## src/sv/fssp_pkg.sv

```systemverilog
// ---------------------------------------------------------------------------
// fssp_pkg
// Shared widths, opcodes, result kinds, register indexes and the structs
// that travel between the parser stages.
// ---------------------------------------------------------------------------
`timescale 1ns / 1ps

package fssp_pkg;

  // Fixed field widths
  localparam int OP_W       = 3;
  localparam int SYM_W      = 8;
  localparam int KIND_W     = 3;
  localparam int RES_LEN_W  = 48;
  localparam int LINE_W     = 32;
  localparam int RUN_W      = 32;
  localparam int RES_CNT_W  = 40;
  localparam int CFG_IDX_W  = 3;
  localparam int CFG_DATA_W = 8;

  // Default sizes for the top-level parameters
  localparam int DEF_ALPHABET_SIZE = 256;
  localparam int DEF_COUNT_WIDTH   = 40;
  localparam int DEF_LENGTH_WIDTH  = 48;

  // Opcodes
  localparam logic [OP_W-1:0] OP_LOAD = 3'd0;
  localparam logic [OP_W-1:0] OP_DATA = 3'd1;
  localparam logic [OP_W-1:0] OP_EOF  = 3'd2;
  localparam logic [OP_W-1:0] OP_END  = 3'd3;
  localparam logic [OP_W-1:0] OP_READ = 3'd4;

  // Result kinds
  localparam logic [KIND_W-1:0] KIND_SYMBOL  = 3'd0;
  localparam logic [KIND_W-1:0] KIND_TOTALS  = 3'd1;
  localparam logic [KIND_W-1:0] KIND_ILLEGAL = 3'd2;
  localparam logic [KIND_W-1:0] KIND_NO_SEQ  = 3'd3;
  localparam logic [KIND_W-1:0] KIND_COUNT   = 3'd4;
  localparam logic [KIND_W-1:0] KIND_DONE    = 3'd5;

  // Configuration register indexes
  localparam logic [CFG_IDX_W-1:0] REG_PLAIN_FORMAT   = 3'd0;
  localparam logic [CFG_IDX_W-1:0] REG_MAP_ENABLED    = 3'd1;
  localparam logic [CFG_IDX_W-1:0] REG_SEPARATOR_CODE = 3'd2;
  localparam logic [CFG_IDX_W-1:0] REG_UNDEFINED_CODE = 3'd3;
  localparam logic [CFG_IDX_W-1:0] REG_SPECIAL_FROM   = 3'd4;

  // Characters the parser looks for
  localparam logic [SYM_W-1:0] CHAR_GT    = 8'h3E;
  localparam logic [SYM_W-1:0] CHAR_NL    = 8'h0A;
  localparam logic [SYM_W-1:0] CHAR_SPACE = 8'h20;
  localparam logic [SYM_W-1:0] CHAR_TAB   = 8'h09;
  localparam logic [SYM_W-1:0] CHAR_CR    = 8'h0D;

  typedef struct packed {
    logic             plain_format;
    logic             map_enabled;
    logic [SYM_W-1:0] separator_code;
    logic [SYM_W-1:0] undefined_code;
    logic [SYM_W-1:0] special_from;
  } cfg_t;

  localparam cfg_t CFG_RESET = '{
    plain_format:   1'b0,
    map_enabled:    1'b1,
    separator_code: 8'd255,
    undefined_code: 8'd253,
    special_from:   8'd254
  };

  // Result fields known after the parse stage
  typedef struct packed {
    logic                 vld;
    logic [KIND_W-1:0]    kind;
    logic [SYM_W-1:0]     symbol;
    logic [RES_LEN_W-1:0] raw_length;
    logic [RES_LEN_W-1:0] effective_length;
    logic [LINE_W-1:0]    line_number;
    logic [RUN_W-1:0]     special_run;
  } res_t;

  // Histogram access requested by the parse stage
  typedef struct packed {
    logic             rd;
    logic             inc;
    logic [SYM_W-1:0] addr;
  } hist_req_t;

endpackage

```

## src/sv/fssp_symmap.sv

```systemverilog
// ---------------------------------------------------------------------------
// fssp_symmap
// 256-entry symbol map RAM, one shared address, registered read data.
// ---------------------------------------------------------------------------
`timescale 1ns / 1ps

module fssp_symmap import fssp_pkg::*; (
  input  logic             clk,
  input  logic             we,
  input  logic             re,
  input  logic [SYM_W-1:0] addr,
  input  logic [SYM_W-1:0] wdata,
  output logic [SYM_W-1:0] rdata
);

  localparam int Depth = 1 << SYM_W;

  logic [SYM_W-1:0] map_mem [Depth];
  logic [SYM_W-1:0] rdata_r;

  // Write on map load, read on every accepted item
  always_ff @(posedge clk) begin
    if (we) begin
      map_mem[addr] <= wdata;
    end
    if (re) begin
      rdata_r <= map_mem[addr];
    end
  end

  assign rdata = rdata_r;

endmodule

```

## config.mk

```make
export PLATFORM = sky130hd
export DESIGN_NAME = fssp_symmap
export DESIGN_NICKNAME = d
export VERILOG_FILES = /design/src/sv/fssp_pkg.sv /design/src/sv/fssp_symmap.sv
export SDC_FILE = /design/constraint.sdc
export NUM_CORES = 2
export LEC_CHECK = 0
export ABC_AREA = 1
export BUFFER_PORTS_ARGS = -buffer_cell sky130_fd_sc_hd__buf_2
export CAP_MARGIN = 20
export CORE_UTILIZATION = 57
export CTS_CLUSTER_SIZE = 14
export DETAILED_ROUTE_END_ITERATION = 10
export PLACE_DENSITY = 0.76
export RECOVER_POWER = 50
export SETUP_SLACK_MARGIN = 0.4
export SLEW_MARGIN = 10
export SYNTH_ARGS = -nofsm -noshare
export SYNTH_HDL_FRONTEND = slang
export SYNTH_SLANG_ARGS = --single-unit
```

## constraint.sdc

```tcl
create_clock -name clk -period 2.41 [get_ports clk]
set_input_delay 0.723 -clock clk [delete_from_list [all_inputs] [get_ports clk]]
set_output_delay 0.723 -clock clk [all_outputs]
set_load 0.05 [all_outputs]
```

# ---- After elaboration in Yosys (flattened, before gate mapping)
# Memory sizes are Yosys's and may differ from the RTL's. A register that Yosys moved wholly into a read port is not among the register bits.
# Cells that the tools add are included.
dict set report word_totals {
  mem_count 1
  mem_bits_rw 2048
  out_inout_bits 8
  input_bits 19
  ff_bits 0
  elab_cells 3
}
# name words word_bits read_ports rd_clocked_by_memory_dff write_ports line
set mem_list {}
lappend mem_list {map_mem 256 8 1 1 1 fssp_symmap.sv:18} ;# logic [SYM_W-1:0] map_mem [Depth];
dict set report op_classes {
  mux 2
}
# cell count
set ops {}
lappend ops {{1-bit 2-to-1 mux} 2}

# ---- Depth between registers and ports, before layout
dict set report logic_depth {
  depth_word 2
  depth_mapped 15
  depth_no_buf 13
}

# ---- Worst setup path before layout
# Ideal clock, no wire load.
dict set report synth_path {
  path_kind {input-to-reg}
  startpoint {input port addr[1]}
  endpoint {memory map_mem[234][0], enable pin}
  n_path_buf 4
  setup_ns 0.370
  t_required_ns 2.040
  setup_slack_ns -0.153
  cell_stages 10
  t_arrival_ns 2.193
  path_cell_list {buf_4 inv_4 nor2_8 buf_4 buf_4 inv_2 nor2_1 nand2_1 clkbuf_1 nor2_1}
}
# item line
set synth_rtl {}
lappend synth_rtl {{from (decl)} fssp_symmap.sv:11} ;# input logic [SYM_W-1:0] addr,
lappend synth_rtl {{to (decl)} fssp_symmap.sv:18}
# No word-level cell before the write port.

# ---- Worst setup path in the final report
dict set report layout_path {
  startpoint {input port wdata[2]}
  endpoint {memory map_mem[102][2], data pin}
}
# item line
set layout_rtl {}
lappend layout_rtl {{from (decl)} fssp_symmap.sv:12} ;# input logic [SYM_W-1:0] wdata,
# No word-level cell before the write port.

==> metrics.md <==
| Metric | Value |
|---|---|
| Clock-pin slew on the worst setup and hold paths | 0.06 ns |
| Outcome | complete, but fails checks |
| Worst path arrival time | 2.84 ns |
| Post-route minimum period | 2.35 ns |
| WP data required | 2.89 ns |
| XOR/XNOR share of the synthesized area | 0% |
| Synth Area in Adders | 0% |
| Top cell type's share of synthesized area | 72.7% |
| Crit-path max FO | 40 |
| Placed inst area | 93800 µm² |
| Fmax | 425 MHz |
| Post-DR vias/cell | 5.80 |
| Final Hold Viols | 0 |
| CP max-delay cell | clkbuf_2 |
| Final cycle utilization of the critical path | 97.7% |
| Initial DRC count | 8617 |
| Largest family of logic cells by synthesized area | simple AND/OR/NAND/NOR gates |
| Wire per inst | 23.1 µm |
| CP top delay family | buffers and inverters |
| Residual DRC | 0 |
| Crit path buf inv count | 2 |
| Vias | 62100 |
| CTS tree | done |
| GRT Total Usage | 32.2% |
| Initial antenna violation count | 4 |
| Fin cells | 10700 |
| Mean Syn Cell Area | 10.6 µm² |
| Number of global-route vias before repair | 60400 |
| Max VDD drop | 682 µV |
| Worst Skew | 0.0307 ns |
| Synth Area in Compound Gates | 1.13% |
| Synth cell types | 17 |
| Crit-path cells | clkbuf_2 -> clkbuf_2 |
| Post-synthesis simple-gate area fraction | 23.8% |
| Worst-Margin Slew | 2.23 ns |
| Layout cells sized above 1 | 17.1% |
| CORE AREA | 148000 µm² |
| CP max stage delay | 1.03 ns |
| PwrDens | 738 nW/µm² |
| Global route total overflow | 0 |
| Placed Instances | 10300 |
| Dominant cell type by area after synthesis | edfxtp_1 |
| # Max-Cap Violations | 5 |
| # H-tree levels | 4 |
| # clock sinks | 2056 |
| Final Slew Violations | 177 |
| Syn Nets | 8040 |
| Port Buffer Count | 26 |
| Worst slack at placement | -1.12 ns |
| CTS Root Cell | clkbuf_16 |
| Gp weighted congestion | 0.938 |
| Total negative slack | 0 ns |
| Post-synthesis instance total | 8021 |
| DIE AREA | 151000 µm² |
| Multiplexer share of the synthesized area | 0% |
| Nets | 8632 |
| Critical path class | primary input to flip-flop |
| RSZ-0062 raised after global routing | yes |
| Die Y | 388 µm |
| First-pass GRT wire length | 363000 µm |
| Pin count of the biggest net entering global routing | 109 |
| Worst Hold Class | primary input to flip-flop |
| CP Launch Type | primary input |
| Initial core utilization | 57.5% |
| Clock latency on the worst-skew pair | 0.85 ns |
| Cts hold-fix bufs | 0 |
| Failing checks | capacitance limit, slew limit |
| Post-route ant nets | 0 |
| Synth Register Bits | 2056 |
| Seq/Total Area, Yosys | 72.7% |
| Crit path top cell by count | clkbuf_2 |
| Pre-antenna DRT Iters | 6 |
| Die W | 388 µm |
| HPWL Detailed | 143000 µm |
| Rows | 141 |
| Diode count | 0 |
| Synth warnings | 0 |
| Total CTS buffers | 200 |
| Area grow syn2layout | 21.1% |
| Finish-stage setup viols | 0 |
| Io pins | 27 |
| Final worst setup slack | 0.0557 ns |
| Leakage | 41.4 nW |
| Maximum buffer depth of the clock tree | 3 |
| Design area | 103000 µm² |
| Post-Route WL | 247000 µm |
| FILL cells | 9562 |
| Synth area leaders | edfxtp_1 73%, nand2_1 21%, nor2_1 1.6% |
| Cell area after synthesis | 84900 µm² |
| Crit path capture type | flip-flop |
| Slew Limit Headroom | -48.6% |
==> flip-flops by register name (all words and copies together) (netlist names) <==
| register | cells |
|---|---|
| rdata | 8 |
| map_mem | 2048 |
==> placed cells by master, fill, tap and decap left out, types with 7 or more instances in the layout <==
master | netlist | routed
edfxtp_1 | 2056 | 2056
clkinv_2 | 0 | 30
a21oi_1 | 32 | 31
nor2_1 | 361 | 139
clkbuf_16 | 0 | 210
nand3_2 | 0 | 24
clkbuf_2 | 0 | 22
buf_16 | 0 | 30
clkinv_1 | 0 | 60
nand2_2 | 0 | 106
buf_6 | 7 | 63
buf_2 | 182 | 7
o21ai_0 | 41 | 12
nor2_4 | 0 | 114
buf_4 | 6 | 483
o21ai_2 | 0 | 62
nand3_1 | 188 | 163
o21ai_1 | 119 | 83
inv_1 | 31 | 28
buf_12 | 0 | 154
clkinvlp_4 | 0 | 7
buf_8 | 0 | 9
clkbuf_1 | 170 | 62
nand2_1 | 4770 | 4645
bufinv_16 | 0 | 17
nand2_4 | 1 | 19
nor2_2 | 0 | 108
==> metrics by stage <==
step / util (%) / total power, mW / hold WS, ns
after global routing: 69.6 / 77.6 / 0.528
final: 69.6 / 75.9 / 0.538
after CTS: 69.0 / 75.7 / 0.140
after detailed placement: 63.4 / 45.1 / 0.980
after floorplan: - / 42.6 / 0.822
after global placement: 63.4 / 45.0 / 0.971
==> final cells by class <==
class | instances | area (µm²) | share of cell area [%]
Clock buffer | 246 | 5240 | 5.09
Timing Repair inverter | 1 | 20.0 | 0.0195
Inverter | 35 | 193 | 0.187
Tap cell | 1930 | 2410 | 2.35
Multi-Input combinational cell | 5513 | 23100 | 22.5
Timing Repair Buffer | 806 | 9020 | 8.77
Sequential cell | 2056 | 61700 | 60.0
Clock inverter | 125 | 1130 | 1.10
==> worst paths after layout <==
kind / startpoint / to / slack (ns) / depth (start not counted)
hold reg to reg: map_mem[59][4] / rdata[4] / 1.03 / 10
setup reg to reg: map_mem[123][3] / rdata[3] / 0.30 / 11
hold / removal: wdata[6] / map_mem[235][6] / 0.54 / 1
setup / recovery: wdata[2] / map_mem[102][2] / 0.06 / 2
==> worst reg2reg max path: stages, from the launching register on <==
cell and delay, ns:
edfxtp_1 0.42, nand2_1 0.17, nand2_1 0.08, o21ai_0 0.20, nand2_1 0.13, o21ai_1 0.22
nand2_4 0.14, nor2_2 0.13, nor2_1 0.07, nor2_1 0.15, buf_4 0.12, nand2_1 0.05
==> cells by family after synthesis <==
kind of cell	count (synthesis)
AO/OA/AOI/OAI	192
buffers and inverters	452
flip-flops	2056
AND/OR/NAND/NOR	5321
==> layer usage <==
metal,routed length (µm),global-route usage [%],vias up
met5,56,0,-
li1,-,-,27600
met4,15900,17.9,8
met3,28800,6.41,871
met2,114000,51.0,4098
met1,88000,42.1,29500
==> cells in the mapped netlist, drive strengths merged <==
library cell / number
nand2: 4771
edfxtp: 2056
nand3: 188
o21ai: 160
buf: 247
inv: 35
nor2: 362
clkbuf: 170
a21oi: 32
==> report_power, final <==
group | leakage, nW | switching [mW] | total (mW) | internal (mW)
clock | 3.09 | 13.4 | 30.7 | 17.3
sequential | 18.5 | 0.0438 | 39.5 | 39.4
combinational | 19.9 | 3.94 | 5.74 | 1.80
total | 41.4 | 17.4 | 75.9 | 58.5
==> timing repair <==
item / CTS / global route
cloned: 26 / 8
resized for setup: 264 / 275
endpoints found under the hold margin: 0 / 0
endpoints found under the setup margin: 465 / 759
buffers inserted: 29 / 17
pin swaps: 58 / 144
(Power assumes the default switching activity.)
