===== src/sv/fssp_pkg.sv =====
// ---------------------------------------------------------------------------
// fssp_pkg
// Shared widths, opcodes, result kinds, register indexes and the structs
// that travel between the parser stages.
// ---------------------------------------------------------------------------
`timescale 1ns / 1ps

package fssp_pkg;

  // Fixed field widths
  localparam int OP_W       = 3;
  localparam int SYM_W      = 8;
  localparam int KIND_W     = 3;
  localparam int RES_LEN_W  = 48;
  localparam int LINE_W     = 32;
  localparam int RUN_W      = 32;
  localparam int RES_CNT_W  = 40;
  localparam int CFG_IDX_W  = 3;
  localparam int CFG_DATA_W = 8;

  // Default sizes for the top-level parameters
  localparam int DEF_ALPHABET_SIZE = 256;
  localparam int DEF_COUNT_WIDTH   = 40;
  localparam int DEF_LENGTH_WIDTH  = 48;

  // Opcodes
  localparam logic [OP_W-1:0] OP_LOAD = 3'd0;
  localparam logic [OP_W-1:0] OP_DATA = 3'd1;
  localparam logic [OP_W-1:0] OP_EOF  = 3'd2;
  localparam logic [OP_W-1:0] OP_END  = 3'd3;
  localparam logic [OP_W-1:0] OP_READ = 3'd4;

  // Result kinds
  localparam logic [KIND_W-1:0] KIND_SYMBOL  = 3'd0;
  localparam logic [KIND_W-1:0] KIND_TOTALS  = 3'd1;
  localparam logic [KIND_W-1:0] KIND_ILLEGAL = 3'd2;
  localparam logic [KIND_W-1:0] KIND_NO_SEQ  = 3'd3;
  localparam logic [KIND_W-1:0] KIND_COUNT   = 3'd4;
  localparam logic [KIND_W-1:0] KIND_DONE    = 3'd5;

  // Configuration register indexes
  localparam logic [CFG_IDX_W-1:0] REG_PLAIN_FORMAT   = 3'd0;
  localparam logic [CFG_IDX_W-1:0] REG_MAP_ENABLED    = 3'd1;
  localparam logic [CFG_IDX_W-1:0] REG_SEPARATOR_CODE = 3'd2;
  localparam logic [CFG_IDX_W-1:0] REG_UNDEFINED_CODE = 3'd3;
  localparam logic [CFG_IDX_W-1:0] REG_SPECIAL_FROM   = 3'd4;

  // Characters the parser looks for
  localparam logic [SYM_W-1:0] CHAR_GT    = 8'h3E;
  localparam logic [SYM_W-1:0] CHAR_NL    = 8'h0A;
  localparam logic [SYM_W-1:0] CHAR_SPACE = 8'h20;
  localparam logic [SYM_W-1:0] CHAR_TAB   = 8'h09;
  localparam logic [SYM_W-1:0] CHAR_CR    = 8'h0D;

  typedef struct packed {
    logic             plain_format;
    logic             map_enabled;
    logic [SYM_W-1:0] separator_code;
    logic [SYM_W-1:0] undefined_code;
    logic [SYM_W-1:0] special_from;
  } cfg_t;

  localparam cfg_t CFG_RESET = '{
    plain_format:   1'b0,
    map_enabled:    1'b1,
    separator_code: 8'd255,
    undefined_code: 8'd253,
    special_from:   8'd254
  };

  // Result fields known after the parse stage
  typedef struct packed {
    logic                 vld;
    logic [KIND_W-1:0]    kind;
    logic [SYM_W-1:0]     symbol;
    logic [RES_LEN_W-1:0] raw_length;
    logic [RES_LEN_W-1:0] effective_length;
    logic [LINE_W-1:0]    line_number;
    logic [RUN_W-1:0]     special_run;
  } res_t;

  // Histogram access requested by the parse stage
  typedef struct packed {
    logic             rd;
    logic             inc;
    logic [SYM_W-1:0] addr;
  } hist_req_t;

endpackage


===== src/sv/fssp_parse.sv =====
// ---------------------------------------------------------------------------
// fssp_parse
// Parse stage: holds the per-file and global scalar state, decodes one item
// per cycle while not stalled, using the mapped code, and produces the result
// and histogram request for the next stage.
// ---------------------------------------------------------------------------
`timescale 1ns / 1ps

module fssp_parse import fssp_pkg::*; #(
  parameter int ALPHABET_SIZE = DEF_ALPHABET_SIZE,
  parameter int LENGTH_WIDTH  = DEF_LENGTH_WIDTH
) (
  input  logic             clk,
  input  logic             rst_n,
  input  logic             adv,
  input  logic             vld,
  input  logic [OP_W-1:0]  op,
  input  logic [SYM_W-1:0] byte_in,
  input  logic [SYM_W-1:0] map_code,
  input  cfg_t             cfg,
  output res_t             res,
  output hist_req_t        req
);

  localparam int CmpW = SYM_W + 1;

  logic                    in_header_r, in_header_nxt;
  logic                    first_overall_r, first_overall_nxt;
  logic                    first_in_file_r, first_in_file_nxt;
  logic                    any_plain_r, any_plain_nxt;
  logic [LINE_W-1:0]       line_r, line_nxt;
  logic [RUN_W-1:0]        special_r, special_nxt;
  logic [LENGTH_WIDTH-1:0] raw_r, raw_nxt;
  logic [LENGTH_WIDTH-1:0] eff_r, eff_nxt;

  logic [LENGTH_WIDTH-1:0] raw_inc, eff_inc;
  logic [LINE_W-1:0]       line_inc;
  logic [RUN_W-1:0]        special_inc;
  logic                    is_blank;
  logic                    code_in_alpha;
  logic                    byte_in_alpha;

  // Saturating increments
  assign raw_inc     = (raw_r == '1) ? raw_r : raw_r + LENGTH_WIDTH'(1);
  assign eff_inc     = (eff_r == '1) ? eff_r : eff_r + LENGTH_WIDTH'(1);
  assign line_inc    = (line_r == '1) ? line_r : line_r + LINE_W'(1);
  assign special_inc = (special_r == '1) ? special_r : special_r + RUN_W'(1);

  assign is_blank = (byte_in == CHAR_SPACE) || ((byte_in >= CHAR_TAB) && (byte_in <= CHAR_CR));
  assign code_in_alpha = (CmpW'({1'b0, map_code}) < CmpW'(ALPHABET_SIZE));
  assign byte_in_alpha = (CmpW'({1'b0, byte_in}) < CmpW'(ALPHABET_SIZE));

  // Decode the item and compute next state
  always_comb begin
    in_header_nxt     = in_header_r;
    first_overall_nxt = first_overall_r;
    first_in_file_nxt = first_in_file_r;
    any_plain_nxt     = any_plain_r;
    line_nxt          = line_r;
    special_nxt       = special_r;
    raw_nxt           = raw_r;
    eff_nxt           = eff_r;
    res               = '0;
    req               = '0;
    if (vld) begin
      unique case (op)
        OP_DATA: begin
          raw_nxt = raw_inc;
          if (cfg.plain_format) begin
            eff_nxt       = eff_inc;
            any_plain_nxt = 1'b1;
            res.vld       = 1'b1;
            res.symbol    = byte_in;
          end else if (byte_in == CHAR_NL) begin
            line_nxt      = line_inc;
            in_header_nxt = 1'b0;
          end else if (!in_header_r && !is_blank) begin
            if (byte_in == CHAR_GT) begin
              in_header_nxt = 1'b1;
              if (first_overall_r) begin
                first_overall_nxt = 1'b0;
                first_in_file_nxt = 1'b0;
              end else begin
                if (first_in_file_r) begin
                  first_in_file_nxt = 1'b0;
                end else begin
                  eff_nxt = eff_inc;
                end
                special_nxt = special_inc;
                res.vld     = 1'b1;
                res.symbol  = cfg.separator_code;
              end
            end else if (!cfg.map_enabled) begin
              eff_nxt    = eff_inc;
              res.vld    = 1'b1;
              res.symbol = byte_in;
            end else if (map_code == cfg.undefined_code) begin
              res.vld  = 1'b1;
              res.kind = KIND_ILLEGAL;
            end else begin
              if (map_code >= cfg.special_from) begin
                special_nxt = special_inc;
              end else begin
                special_nxt = '0;
                if (code_in_alpha) begin
                  req.rd   = 1'b1;
                  req.inc  = 1'b1;
                  req.addr = map_code;
                end
              end
              eff_nxt    = eff_inc;
              res.vld    = 1'b1;
              res.symbol = map_code;
            end
          end
        end
        OP_EOF: begin
          res.vld              = 1'b1;
          res.kind             = KIND_TOTALS;
          res.raw_length       = RES_LEN_W'(raw_r);
          res.effective_length = RES_LEN_W'(eff_r);
          raw_nxt              = '0;
          eff_nxt              = '0;
          line_nxt             = LINE_W'(1);
          in_header_nxt        = 1'b0;
          first_in_file_nxt    = 1'b1;
        end
        OP_END: begin
          res.vld = 1'b1;
          if (cfg.plain_format ? !any_plain_r : first_overall_r) begin
            res.kind = KIND_NO_SEQ;
          end else begin
            res.kind = KIND_DONE;
          end
        end
        OP_READ: begin
          res.vld  = 1'b1;
          res.kind = KIND_COUNT;
          if (byte_in_alpha) begin
            req.rd   = 1'b1;
            req.addr = byte_in;
          end
        end
        default: begin
        end
      endcase
    end
    res.line_number = line_r;
    res.special_run = special_nxt;
  end

  // Hold state while stalled, advance otherwise
  always_ff @(posedge clk) begin
    if (!rst_n) begin
      in_header_r     <= 1'b0;
      first_overall_r <= 1'b1;
      first_in_file_r <= 1'b1;
      any_plain_r     <= 1'b0;
      line_r          <= LINE_W'(1);
      special_r       <= '0;
      raw_r           <= '0;
      eff_r           <= '0;
    end else if (adv) begin
      in_header_r     <= in_header_nxt;
      first_overall_r <= first_overall_nxt;
      first_in_file_r <= first_in_file_nxt;
      any_plain_r     <= any_plain_nxt;
      line_r          <= line_nxt;
      special_r       <= special_nxt;
      raw_r           <= raw_nxt;
      eff_r           <= eff_nxt;
    end
  end

  // The first header of the input always opens a header and closes the
  // first-in-file window
  a_first_header: assert property (@(posedge clk) disable iff (!rst_n)
    $fell(first_overall_r) |-> (!first_in_file_r && in_header_r))
    else $error("first header did not update file state");

endmodule


===== config.mk =====
export PLATFORM = sky130hd
export DESIGN_NAME = fssp_parse
export DESIGN_NICKNAME = d
export VERILOG_FILES = /design/src/sv/fssp_pkg.sv /design/src/sv/fssp_parse.sv
export SDC_FILE = /design/constraint.sdc
export NUM_CORES = 1
export LEC_CHECK = 0
export ABC_AREA = 1
export BUFFER_PORTS_ARGS = -buffer_cell sky130_fd_sc_hd__buf_4
export CORE_MARGIN = 5
export CORE_UTILIZATION = 45
export CTS_CLUSTER_SIZE = 24
export DETAILED_ROUTE_END_ITERATION = 8
export MAX_ROUTING_LAYER = met4
export PLACE_DENSITY = 0.79
export SLEW_MARGIN = 20
export SYNTH_ARGS = -nofsm -noshare
export SYNTH_HDL_FRONTEND = slang
export SYNTH_SLANG_ARGS = --single-unit

===== constraint.sdc =====
create_clock -name clk -period 2.2 [get_ports clk]
set_input_delay 0.22 -clock clk [delete_from_list [all_inputs] [get_ports clk]]
set_output_delay 0.22 -clock clk [all_outputs]
set_load 0.01 [all_outputs]

# After elaboration in Yosys (flattened, before gate mapping)
# Index checks and enable logic that the tools add are counted.
# op_classes
n_reduce_logical	14
muxes	68
add_sub_neg	4
bitwise_logic	2
magnitude_cmp	3
eq_ne	26
# ops
operator	n
$mux W48	10
$mux W32	14
$pmux W48 S2	2
$mux W108	1
$add A48 B1 Y48 const B	2
$eq A48 B48 Y1 const B	2
$mux W96	1
$mux W10	8
$add A32 B1 Y32 const B	2
$eq A32 B32 Y1 const B	2
$pmux W32 S2	1
$mux W8	6
$mux W12	2
$eq A8 B6 Y1 const B	2
$pmux W4 S4	1
$pmux W8 S2	1
$ne A2 B2 Y1 const B	7
$reduce_and A7 Y1	2
$mux W1	13
$ne A3 B3 Y1 const B	4
$reduce_and A6 Y1	2
$eq A8 B4 Y1 const B	1
$eq A8 B8 Y1	1
$ge A8 B4 Y1 const B	1
other kinds (17)	29
# totals
ff_bits	164
word_cells	125
output_inout_bits	182
input_bits	49

# Logic depth before layout (Yosys ltp)
# Gate-level depths: netlist of run 1.
# logic_depth
depth_word	11
ltp_mapped	16
ltp_nobuf	15

# Worst setup path after synthesis of run 1
# OpenSTA, ideal clock, no wires.
# synth_timing
kind	flip-flop to output port
start	register special_r[0]
end	output port res[10] (netlist name)
t_arrival_ns	1.883
path_stages_with_launch	14
n_path_buf	2
path_slack_ns	0.097
required_ns	1.980
cell_sequence	dfxtp_1 -> ha_1 -> nand2_1 -> nor2_4 -> nand2_2 -> nor2_4 -> nand3_1 -> buf_2 -> buf_6 -> nand2_1 -> nand3_1 -> nand2_1 -> nand2_1 -> inv_1
# synth_rtl
element	line_no	source
from (decl)	fssp_parse.sv:32	logic [RUN_W-1:0] special_r, special_nxt;
from (signal assigned)	fssp_parse.sv:169	special_r <= special_nxt;
to (decl)	fssp_parse.sv:21	output res_t res,

==> run metrics, run 1 <==
largest net degree at the start of global routing 130; IO Pins 231; CP Capture Type output port; DIE AREA 0.0342 mm2; CTS root buf clkbuf_16; met3 WL about 4300 um; register area share after synthesis 0.238; I/O Buffers 230; wl on met1 around 23000 um; CP arrival approximately 2.2 ns; Crit path largest cell delay around 0.36 ns; highest routed layer met4; hold path cells 2; Critical Path Fanout Max 7; area growth from synthesis to layout 30.6%; n_diodes 0; Crit-path slowest cell dfxtp_2; CP top delay family simple AND/OR/NAND/NOR gates; Place WS between 0.05 and 0.06 ns; status finished with violations; Synth async-reset ratio 0; Tot GR Track Use 0.314; met2 wire len 26000 um; cell depth of the worst setup path 13; gpl congestion between 1 and 1.5; Worst-Margin Slew between 0.5 and 0.6 ns; largest cells by area after synthesis dfxtp_1, nand2_1, nor2_1; wire length per cell approximately 17 um; relative slew slack 0.608; WS Path Type reg2out; Hold Slack roughly 0.19 ns; Fin Setup TNS -5.37 ns; Worst Path Required 1.98 ns; failing checks setup timing; Hold-fix buffers, CTS 0; post-synth cell types 38; ys flop type dfxtp_1; #FFs+latches synth roughly 160; GRT Residual Overflow 0; Final Hold Viols 0; Total Wirelength about 55000 um; Core Footprint approximately 0.030 mm2; Power Dens Cells 406 mW/mm2; # nets final 2843; Hold Crit Class in2reg; Rows 64; dpl cells ~3100; number of vias per cell 5.50; Worst-path clk slew around 0.070 ns; Final Max Slew Viols 0; Hold Path Sink first_overall_r; Pre-antenna DRT Iters 5; vias in the first global route between 15000 and 20000; DIE WIDTH about 190 um; initial antenna violation count 0; Period minus WS final between 2 and 2.5 ns; TritonCTS buffer count 17; non-filler cells, final 3191; global-route wire length before repair ~85000 um; RSZ-0062 raised after global routing yes; Tcrit/Tclk final 1.10; CP bufs+invs 3; Detail Route Antenna Nets 0; Starting Density 0.453; DP HPWL ~40000 um; max cap viols 0; Hold Startpoint rst_n; Startpoint Class register; TritonCTS Sinks 164; worst-skew pair later-pin latency ~0.44 ns; Post-synth EDFFs 0; Mapped Cells approximately 2500; Final WS setup -0.210 ns; worst r2r src special_r[1]; syn_nets around 2600; CTS Buffer Depth 2; Worst IR Drop VDD 0.474 mV; Syn Area/Cell about 5.5 um2; Synth top area share 0.238; Final Setup Violations 33; synthesized area about 0.014 mm2; Max Fclk a little over 400 MHz; worst reg2reg setup slack -0.11 ns; Worst Clk Skew between 0.01 and 0.015 ns; CTS H-tree depth 4; dominant cell type by area after synthesis dfxtp_1; worst path cell trace ha_4 > nand2_4 > nor2_4 > nand2_4 > nor2_4 > nand3_4 > buf_8 > nand2_2 > nand3_1 > nand2_1 > nand2_2 > inv_2 > buf_6; RR Endpoint special_r[12]; reg2reg path depth 17; # DRC 0; via count 17563; P_leak 0.00737 uW; chip height 185 um; proportion of layout cells with a drive suffix above 1 0.218; CTS tree built; DR iter-0 viols ~1800; YS warnings 0
kinds of logic (layout without fill, tap and decap cells):
family,count (synthesis),in the layout,share of synthesized area
simple gates,1645,1645,0.510
xor+xnor,64,64,0.0407
compound gates,253,253,0.0956
buf+inv,356,657,0.105
fa+ha+maj,12,12,0.0109
flops,164,164,0.238
metrics by stage:
step / area [um2] / total power (uW) / utilization
after floorplan: 13800 / 3600 / -
after global placement: 16600 / 3950 / 0.547
after detailed placement: 16600 / 3970 / 0.547
after CTS: 17700 / 7260 / 0.581
after global routing: 18000 / 7530 / 0.592
final: 18000 / 7310 / 0.592
cells in the mapped netlist (3+ instances only):
cell        n
ha_1       12
buf_4       8
buf_1       3
xnor2_1    13
o211ai_1    6
buf_6       7
a21oi_1   166
buf_2      19
nand3_2    12
clkbuf_1   74
nor3_2      3
dfxtp_1   164
nand4_1    63
inv_1     227
inv_2      16
o21ai_0    68
a21oi_2     8
nand3_1   191
nor2_4      5
nor3_1    173
nor3_4      3
nor2_1    382
nand2_1   794
nand2_2     6
xor2_1     51
layer usage:
layer | track usage | up-vias
met5 | - | -
met4 | 0.0972 | 0
met3 | 0.0375 | 107
met2 | 0.515 | 842
met1 | 0.408 | 8021
li1 | - | 8593
worst max-delay path by stage:
stage	start	to	slack, ns
3_5_place_dp	map_code[7]	res[19]	0.06
6_report	special_r[1]	res[21]	-0.21
3_3_place_gp	map_code[7]	res[19]	0.09
5_1_grt	special_r[1]	res[24]	-0.33
4_1_cts	special_r[1]	res[28]	-0.19
2_1_floorplan	special_r[0]	res[10]	0.1
cells in the final DEF (no fill, tap or decap), types with 13 or more instances in the layout:
cell and instances:
nand2_1 747, nor2_1 356, buf_4 331, inv_1 200, nand3_1 186, nor3_1 166
a21oi_1 164, dfxtp_1 146, nand4_1 63, o21ai_0 62, xor2_1 51, nand2_2 48
inv_2 40, buf_6 26, nor2_2 24, clkbuf_16 20, buf_12 18, dfxtp_2 17
nand3_2 15, xnor2_1 13
cell type report:
type | count | area (um2)
well taps | 396 | 495
clock inverters | 12 | 176
fillers | 2998 | 12400
multi-input cells | 1974 | 9410
repair buffers | 380 | 3240
clock buffers | 20 | 447
inverters | 245 | 928
flip-flops and latches | 164 | 3310
power breakdown:
part           switching, uW  leakage (uW)  total, uW  internal, uW
clock                   1370      0.000301       3300          1940
combinational            608       0.00574        957           349
sequential              42.8       0.00133       3050          3010
total                   2020       0.00737       7310          5290
flip-flops by register name, indices dropped and copies added (netlist names):
signal	count
in_header_r	1
eff_r	48
first_in_file_r	1
raw_r	48
first_overall_r	1
special_r	32
any_plain_r	1
line_r	32
worst reg2reg max path, delay by kind of cell, from the launching register on:
family | cells | cell delay, ns
buffers and inverters | 6 | 0.78
AND/OR/NAND/NOR | 9 | 0.86
adder cells (fa/ha/maj) | 1 | 0.16
AO/OA/AOI/OAI | 1 | 0.10
flip-flops | 1 | 0.36
what timing repair did:
action	in CTS	in global routing
gates resized for setup	112	77
pin swaps	35	28
buffers inserted	16	9
gates cloned	1	3
endpoints found under the setup margin	32	135
hold endpoints to repair	0	0
Power figures use the tool's default switching activity.
==> run 2, diff against run 1 <==
--- a/config.mk
+++ b/config.mk
@@ -12,7 +12,7 @@
 export CTS_CLUSTER_SIZE = 24
 export DETAILED_ROUTE_END_ITERATION = 8
 export MAX_ROUTING_LAYER = met4
-export PLACE_DENSITY = 0.79
+export PLACE_DENSITY = 0.76
 export SLEW_MARGIN = 20
 export SYNTH_ARGS = -nofsm -noshare
 export SYNTH_HDL_FRONTEND = slang
==> constraint.sdc (replaced) <==
create_clock -name clk -period 2.8 [get_ports clk]
set_input_delay 0.28 -clock clk [delete_from_list [all_inputs] [get_ports clk]]
set_output_delay 0.28 -clock clk [all_outputs]
set_load 0.01 [all_outputs]
==> run 2 against run 1 <==
- the run now ends clean
- worst hold slack gained 0.076 ns
- critical path depth grew 2
- global-route usage shrank 1.3 points
- critical path type unchanged
- critical endpoint is now res[27]
==> run metrics, run 2 (synthesis results as in run 1) <==
status finished, final reports clean; Critical Path Fanout Max 7 (unchanged); reg2reg path depth 11 (-6); Tcrit/Tclk final 0.943; RR Endpoint raw_r[17]; Worst-Margin Slew 0.789 ns (+0.200 ns); chip height 185 um (unchanged); GRT Residual Overflow 0 (unchanged); CTS tree built; Pre-antenna DRT Iters 5 (unchanged); P_leak 0.00670 uW (-9.1%); Crit path largest cell delay 0.37 ns (about the same); worst path cell trace buf_4 > inv_1 > nor2_2 > buf_4 > inv_1 > nor2_2 > nand2_1 > nand2_1 > nand2_1 > nand2_1 > nand3_1 > nand2_1 > nand2_1 > inv_1 > buf_4; global-route wire length before repair 81800 um (-3.9%); Core Footprint 0.0304 mm2 (unchanged); max cap viols 0 (unchanged); proportion of layout cells with a drive suffix above 1 0.138 (-0.0802); DIE WIDTH 185 um (unchanged); TritonCTS Sinks 164 (unchanged); met2 wire len 23600 um (-9.1%); dpl cells 3043 (-2.8%); Gate power share 0.108 (-0.023); WS Path Type reg2out; Place WS 0.0927 ns (+0.0372 ns); Core Util, Final 0.545 (-0.0468); CP Capture Type output port; Final Max Slew Viols 0 (unchanged); Worst-path clk slew 0.07 ns (about the same); Worst Path Required 2.52 ns (+0.54 ns); Total Wirelength 51000 um (-6.6%); Starting Density 0.453 (unchanged); I/O Buffers 230 (unchanged); TritonCTS buffer count 17 (unchanged); met3 WL 3590 um (-16%); CTS H-tree depth 4 (unchanged); P_int 4170 uW (-21%); Sequential Area 0.00328 mm2 (-0.72%); wl on met1 21900 um (-4.4%); Final Hold Viols 0 (unchanged); DR iter-0 viols 1545 (-16%); vias in the first global route 15633 (-3.2%); n_diodes 0 (unchanged); Hold-fix buffers, CTS 0 (unchanged); Period minus WS final about 2.6 ns; Startpoint Class register; Hold Slack 0.262 ns (+0.0761 ns); Top cell by count, worst path nand2_1; Hold Crit Class in2reg; Final WS setup 0.158 ns (+0.368 ns); non-filler cells, final 3076 (-3.6%); Worst IR Drop VDD 0.421 mV (-11%); most frequent cells in the layout nand2_1, nor2_1, buf_4, inv_1, nand3_1; IO Pins 231 (unchanged); RSZ-0062 raised after global routing no; worst-skew pair later-pin latency 0.45 ns (about the same); Fin Setup TNS 0 ns (+5.37 ns); Power Dens Cells 345 mW/mm2 (-15%); highest routed layer met4; CTS root buf clkbuf_16; worst reg2reg setup slack 0.20 ns (+0.31 ns); Hold Startpoint cfg[25]; Detail Route Antenna Nets 0 (unchanged); crit path launch special_r[0]; DP HPWL 38200 um (-4.6%); Reg power frac 0.420 (+0.003); Crit-path slowest cell dfxtp_1; Max Fclk between 300 and 400 MHz; area growth from synthesis to layout 20.3%; CTS Buffer Depth 2 (unchanged); footprint of the multi-input gates 0.00912 mm2 (-3.1%); initial antenna violation count 0 (unchanged); largest net degree at the start of global routing 135 (+3.8%); wire length per cell 16.6 um (-3.1%); # DRC 0 (unchanged); gpl congestion 0.989 (-6.2%); NetSw 1550 uW (-23%); via count 16930 (-3.6%); crit path to res[27]; Final Setup Violations 0 (-100%); worst r2r src raw_r[0]; DIE AREA 0.0342 mm2 (unchanged); Rows 64 (unchanged); CP arrival 2.36 ns (+0.17 ns); Worst Clk Skew 0.0113 ns (+0.000176 ns); most common cell after layout, fill and taps aside nand2_1; Sw Share 0.271 (-0.00542); relative slew slack 0.474 (-0.133); top flop regs eff_r x48, raw_r x48; Clk pwr share 0.472 (+0.020); Tot GR Track Use 0.301 (-0.0134); Fill cells 3245 (+8.2%); # nets final 2728 (-4.0%); number of vias per cell 5.50 (about the same)
-- run 2: layer usage --
metal | GRT usage | up-vias
met5 | - | -
met4 | 0.118 | 0
met2 | 0.481 | 737
li1 | - | 8355
met1 | 0.391 | 7719
met3 | 0.0340 | 119
-- run 2: how the worst min path moves through the flow --
stage,cells after the start,endpoint
4_1_cts,3,first_overall_r
2_1_floorplan,2,any_plain_r
6_report,3,first_overall_r
3_3_place_gp,2,eff_r[12]
5_1_grt,3,first_overall_r
3_5_place_dp,2,eff_r[15]
-- run 2: cell type report --
cell class	instances	share of cell area
flip-flops and latches	164	0.198
clock buffers	18	0.0259
inverters	245	0.0556
multi-input cells	1974	0.550
well taps	396	0.0299
repair buffers	265	0.127
clock inverters	14	0.0134
-- run 2: power groups by stage --
stage | clock network [uW] | registers (uW) | logic (uW)
final | 2700 | 2400 | 619
after global routing | 2830 | 2400 | 687
after CTS | 2740 | 2400 | 616
after detailed placement | 0 | 2450 | 615
after global placement | 0 | 2450 | 603
after floorplan | 0 | 2440 | 387
-- run 2: what timing repair did --
item	in CTS	in global routing
buffers inserted	0	1
endpoints found under the setup margin	1	67
cloned	0	0
pin swaps	0	1
gates resized for setup	1	11
-- run 2: through the flow --
stage	cell area [um2]	total power (uW)
floorplan	13800	2830
global placement	15900	3050
detailed placement	15900	3070
CTS	16500	5750
global route	16600	5920
finish	16600	5720
-- run 2: critical path, delay by kind of cell (launching register included) --
kind,cells,cell delay [ns]
buf+inv,6,0.71
flops,1,0.37
simple gates,9,0.83
